File: src/ec_host_port_register_file_top_assert.svh
// Assertion macros used by the host port register file RTL.
// Expects signals clk and rst_n in the scope of use.
`ifndef EC_HOST_PORT_REGISTER_FILE_TOP_ASSERT_SVH
`define EC_HOST_PORT_REGISTER_FILE_TOP_ASSERT_SVH

// antecedent implies consequent in the same cycle
`define EHPRF_ASSERT_IMP(lbl, ante, cons) \
    lbl: assert property (@(posedge clk) disable iff (!rst_n) (ante) |-> (cons)) \
        else $error("ehprf: implication check failed");

// antecedent implies consequent in the next cycle
`define EHPRF_ASSERT_NXT(lbl, ante, cons) \
    lbl: assert property (@(posedge clk) disable iff (!rst_n) (ante) |=> (cons)) \
        else $error("ehprf: next-cycle check failed");

`endif

File: src/ehprf_pkg.sv
// Package for the host port register file: codes, constants, VPD decode.
// No dependencies.
package ehprf_pkg;

    localparam int FUNC_W   = 3;
    localparam int DATA_W   = 8;
    localparam int LADDR_W  = 11;
    localparam int STAT_W   = 2;
    localparam int PHASE_W  = 2;
    localparam int CMD_W    = 16;
    localparam int ID_W     = 16;
    localparam int TBL_W    = 2;
    localparam int APB_AW   = 2;
    localparam int APB_DW   = 32;

    localparam int REG_COUNT_DEF = 1792;
    localparam int VPD_DEPTH_DEF = 512;
    localparam int VPD_TBL_CNT   = 4;

    localparam logic [ID_W-1:0]   CHIP_ID_RST = 16'h8528;
    localparam logic [APB_AW-1:0] ADDR_CHIP_ID = 2'd0;

    // func codes
    localparam logic [FUNC_W-1:0] F_INDEX   = 3'd0;
    localparam logic [FUNC_W-1:0] F_ID_DATA = 3'd1;
    localparam logic [FUNC_W-1:0] F_CMD     = 3'd2;
    localparam logic [FUNC_W-1:0] F_DATA    = 3'd3;
    localparam logic [FUNC_W-1:0] F_PRE_REG = 3'd4;
    localparam logic [FUNC_W-1:0] F_PRE_VPD = 3'd5;

    // status codes
    localparam logic [STAT_W-1:0] ST_OK      = 2'd0;
    localparam logic [STAT_W-1:0] ST_BAD_CMD = 2'd1;
    localparam logic [STAT_W-1:0] ST_IDLE_WR = 2'd2;
    localparam logic [STAT_W-1:0] ST_RANGE   = 2'd3;

    // transaction phases
    localparam logic [PHASE_W-1:0] PH_IDLE  = 2'd0;
    localparam logic [PHASE_W-1:0] PH_HIGH  = 2'd1;
    localparam logic [PHASE_W-1:0] PH_LOW   = 2'd2;
    localparam logic [PHASE_W-1:0] PH_WDATA = 2'd3;

    // VPD register positions inside a triple
    localparam logic [1:0] POS_HIGH = 2'd0;
    localparam logic [1:0] POS_LOW  = 2'd1;
    localparam logic [1:0] POS_DATA = 2'd2;

    localparam logic [DATA_W-1:0] CMD_START = 8'h88;
    localparam logic [DATA_W-1:0] IDX_ID_HI = 8'h20;
    localparam logic [DATA_W-1:0] IDX_ID_LO = 8'h21;
    localparam logic [DATA_W-1:0] ID_NONE   = 8'hff;
    localparam int                CMD_WR_BIT = 15;

    localparam logic [CMD_W-1:0] VPD_BASE [VPD_TBL_CNT] = '{16'h56, 16'h59, 16'h5c, 16'h60};

    typedef struct packed {
        logic             hit;
        logic [TBL_W-1:0] tbl;
        logic [1:0]       pos;
    } vpd_hit_t;

    function automatic vpd_hit_t vpd_find(input logic [CMD_W-1:0] r);
        vpd_hit_t         h;
        logic [CMD_W-1:0] d;
        h = '0;
        for (int t = 0; t < VPD_TBL_CNT; t++)
        begin
            d = r - VPD_BASE[t];
            if (r >= VPD_BASE[t] && d < 16'd3)
            begin
                h.hit = 1'b1;
                h.tbl = TBL_W'(t);
                h.pos = d[1:0];
            end
        end
        return h;
    endfunction

endpackage

File: src/ehprf_cfg.sv
// APB-style configuration register bank holding the chip identifier.
// Depends on ehprf_pkg.
module ehprf_cfg (
    input  logic                          clk,
    input  logic                          rst_n,
    input  logic                          psel,
    input  logic                          penable,
    input  logic                          pwrite,
    input  logic [ehprf_pkg::APB_AW-1:0]  paddr,
    input  logic [ehprf_pkg::APB_DW-1:0]  pwdata,
    output logic [ehprf_pkg::APB_DW-1:0]  prdata,
    output logic                          pready,
    output logic [ehprf_pkg::ID_W-1:0]    chip_id
);

    import ehprf_pkg::*;

    logic [ID_W-1:0] chip_id_reg;

    always_ff @(posedge clk or negedge rst_n)
    begin
        if (!rst_n)
        begin
            chip_id_reg <= CHIP_ID_RST;
        end
        else if (psel && penable && pwrite && paddr == ADDR_CHIP_ID)
        begin
            chip_id_reg <= pwdata[ID_W-1:0];
        end
    end

    assign pready  = 1'b1;
    assign prdata  = (paddr == ADDR_CHIP_ID) ? APB_DW'(chip_id_reg) : '0;
    assign chip_id = chip_id_reg;

endmodule

File: config.mk
export PLATFORM = sky130hd
export DESIGN_NAME = ehprf_cfg
export DESIGN_NICKNAME = d
export VERILOG_FILES = /design/src/ec_host_port_register_file_top_assert.svh /design/src/ehprf_pkg.sv /design/src/ehprf_cfg.sv
export SDC_FILE = /design/constraint.sdc
export NUM_CORES = 1
export LEC_CHECK = 0
export CAP_MARGIN = 20
export CORE_MARGIN = 2
export CORE_UTILIZATION = 60
export CTS_BUF_LIST = sky130_fd_sc_hd__clkbuf_8
export CTS_CLUSTER_DIAMETER = 200
export DETAILED_ROUTE_END_ITERATION = 10
export DONT_BUFFER_PORTS = 1
export PLACE_DENSITY_LB_ADDON = 0.3
export REMOVE_ABC_BUFFERS = 1
export SKIP_LAST_GASP = 1
export SLEW_MARGIN = 20
export SYNTH_ARGS = -nofsm -noshare
export SYNTH_HDL_FRONTEND = slang
export SYNTH_SLANG_ARGS = --single-unit
File: constraint.sdc
create_clock -name clk -period 2.45 [get_ports clk]
set_clock_uncertainty 0.15 [all_clocks]
set_input_delay 0.245 -clock clk [delete_from_list [all_inputs] [get_ports clk]]
set_output_delay 0.245 -clock clk [all_outputs]
set_load 0.05 [all_outputs]
-- Word-level counts from Yosys, hierarchy flattened
Index checks and enable logic that the tools add are counted.
- bits in registers: 16
- latch bits: 0
- memory bits (writable): 0
- ROM bits: 0
- output and inout port bits: 49
- word-level logic and storage cells: 6
- memories kept: 0
- add/sub/neg operators: 0
- $mul: 0
- div/mod/pow operators: 0
- magnitude comparators: 0
- equal/unequal tests: 0
- shifts and indexed selects: 0
- muxes and demuxes: 1
- bitwise operators: 0
- reduce and logical (&&, ||, !) cells: 4
- operators with widths (operator ; count):
    16-bit two-way mux ; 1
    1-bit logical AND ; 3
    2-bit logical NOT ; 1

-- Depth between registers and ports, before layout
- depth in word-level cells: 3
- depth in mapped cells: 5

-- Least setup slack after synthesis
No wires, ideal clock.
- path type: register to output
- start point: reg chip_id_reg[3], in the netlist chip_id[3]
- end point: out prdata[3] (netlist name)
- data arrival time: 1.153 ns
- setup slack: 0.902 ns
- stages on the path, launching flop included: 2
- cell sequence: dfstp_2 > and2_1
- cells in the longest elaborated chain, start to end: 1
- ends and longest elaborated chain (what ; RTL line ; RTL):
    start, declared ; ehprf_cfg.sv:18 ; logic [ID_W-1:0] chip_id_reg;
    start signal, assigned ; ehprf_cfg.sv:28 ; chip_id_reg <= pwdata[ID_W-1:0];
    16-bit two-way mux ; ehprf_cfg.sv:33 ; assign prdata = (paddr == ADDR_CHIP_ID) ? APB_DW'(chip_id_reg) : '0;
    end, declared ; ehprf_cfg.sv:11 ; output logic [ehprf_pkg::APB_DW-1:0] prdata,
Every way passes these cells.

-- Final worst setup path
- start point: reg chip_id_reg[12], in the netlist chip_id[12]
- end point: out prdata[12] (netlist name)
Same word-level chain as after synthesis.

==> summary.txt <==
Placement
  – Gpl congestion: around 0.59
  – IO buf count: 0
  – Dpl ws: 0.817 ns
  – DP Cell Count: 83
  – Hpwl dp: 981 µm

Floorplanning
  – Die Y-Extent: 43.1 µm
  – Die W: 43.1 µm
  – Cell Rows: 14
  – Core Area: 0.00147 mm²
  – Initial core utilization: 0.623
  – Ports: 88
  – Die area: around 0.0019 mm²

Worst setup path
  – Worst path buffer plus inverter count: 0
  – Crit path required time: approximately 2 ns
  – Crit end category: primary output
  – Critical path's largest stage delay: 0.66 ns
  – Crit start category: flip-flop
  – Cell Chain, Critical Path: and2_1
  – Cell family with most CP delay: flip-flops
  – Crit-path max FO: 3
  – Crit path kind: reg -> out
  – CP max stage cell: dfrtp_1
  – Arrival time at the worst endpoint: roughly 1.4 ns

Global routing
  – Busiest metal layer after global routing: met2
  – GRT overflow: 0
  – Met2 Track Usage GR: 0.316
  – Vias in the first global route: 485
  – Routing usage on met3: 0.0255
  – First-pass GRT wire length: 2.33 mm
  – Initial antenna violation count: 0
  – Global Route Usage Sum: 0.170
  – Largest net degree at the start of global routing: 18
  – GR Util met1: 0.204

Synthesis
  – Top post-synthesis cells by area: dfrtp_1, mux2_4, dfstp_2, buf_4, and2_1
  – Synth top cells by count: buf_4, and2_1, dfrtp_1
  – Avg Inst Size Synth: 12.7 µm²
  – Post-synth cell types: 12
  – Async SR Flop Fraction: 1.00
  – Synth Cell Area: 917 µm²
  – Yosys reg bits: 16
  – Syn Inst Count: between 70 and 80
  – Seq/Total Area, Yosys: 0.443
  – Post-synth EDFFs: 0
  – Most common cell in the synthesized netlist: buf_4
  – Yosys warnings: 0
  – Main flop type after synthesis: dfrtp_1
  – Cell taking the most area after synthesis: dfrtp_1
  – Synth top area share: 0.300

Power
  – Peak supply drop: 618 µV
  – Leakage power: 0.485 nW
  – Total power: 1.10 mW
  – P per Cell Area: 1050 mW/mm²

Timing
  – F_max: 545 MHz
  – Total negative slack: 0 ns
  – Ratio of final minimum period to clock period: 0.749
  – Min Clock Period, post-route: 1.84 ns
  – RSZ-0062 raised after global routing: false
  – Fin. max-slew vios: 0
  – Final worst slack: 0.614 ns
  – Fin. Hold Viols: 0
  – Max-slew headroom: 0.529
  – Final setup fails: 0
  – Worst-Margin Slew: 0.704 ns

Flow run
  – Max-Cap Viols: 0

Final layout
  – Fin cells: roughly 100
  – Max reg flops: 16
  – Layout cells sized above 1: 0.241
  – Layout Area Growth over Synthesis: 14.1%
  – Nets: between 100 and 150
  – Diode count: 0

Detailed routing
  – Final ANT Viol Nets: 0
  – DRC errors left: 0
  – TritonRoute pass-1 iters: 2
  – Vias per inst: 4.98
  – DR WL/cell: 14.9 µm
  – Initial DRC count: 5
  – Routed vias: 513
  – WL final: 1.53 mm

Min path
  – Worst hold path type: in -> reg

Clock network
  – Setup Fix Bufs, Post-CTS: 0
  – # H-tree levels: 1
  – Reg clk slew, reported paths: 0.06 ns
  – Clk_lat worst skew: 0.24 ns
  – TritonCTS clock tree: built
  – Root buf cell: clkbuf_8
  – Number of buffers created by CTS: 3
  – Clock tree buffer depth: 2
  – Clk sinks: 16

Outcome
  – Status: finished clean
[kinds of logic (layout without fill, tap and decap cells)]
group	after synthesis	count (layout)	share of synthesized area
other	2	17	0.00819
multiplexers	16	16	0.237
AND/OR/NAND/NOR	18	18	0.134
buffers and inverters	20	20	0.177
flip-flops	16	16	0.443
[path summary, 6_finish.rpt]
path,from,to,slack [ns],cells past startpoint
max reg2reg,chip_id[12],chip_id[12],1.23,1
min in group asynchronous,rst_n,chip_id[13],0.35,1
max in group asynchronous,rst_n,chip_id[2],1.36,1
max,chip_id[12],prdata[12],0.61,1
min,pwdata[14],chip_id[14],0.0004,1
min reg2reg,chip_id[8],chip_id[8],0.61,1
[cells in the final DEF (no fill, tap or decap)]
| master | count |
|---|---|
| conb_1 | 17 |
| nor2_4 | 1 |
| mux2_1 | 6 |
| mux2_4 | 10 |
| dlygate4sd3_1 | 16 |
| dfstp_2 | 5 |
| clkbuf_8 | 4 |
| dfrtp_1 | 11 |
| and2_1 | 16 |
| and4_4 | 1 |
[report_power, final]
group	switching [mW]	total, mW	internal, mW
Combinational	0.168	0.257	0.0890
Clock	0.0825	0.225	0.142
Sequential	0.275	0.615	0.340
Total	0.525	1.10	0.571
[cell type report]
| type | count | area [µm²] |
|---|---|---|
| multi-input cells | 51 | 404 |
| repair buffers | 16 | 160 |
| clock buffers | 4 | 55.1 |
| flip-flops and latches | 16 | 407 |
| well taps | 16 | 20.0 |
| fillers | 105 | 425 |
[layer usage]
layer | share of wire | vias up
li1 | - | 226
met1 | 0.36 | 247
met2 | 0.55 | 40
met3 | 0.083 | 0
met4 | 0 | 0
met5 | 0 | -
[what timing repair did]
item,4_1_cts,5_1_grt
hold buffers,15,1
gates resized for setup,0,0
hold endpoints to repair,30,1
[through the flow]
step	area [µm²]	hold slack, ns	utilization
6_report	1050	0.000428	0.711
5_1_grt	1050	0.0138	0.711
4_1_cts	1040	0.00203	0.704
3_5_place_dp	831	-0.200	0.565
3_3_place_gp	831	-0.200	0.565
2_1_floorplan	811	-0.201	-
Note: power is estimated with default switching activity, not from simulation.
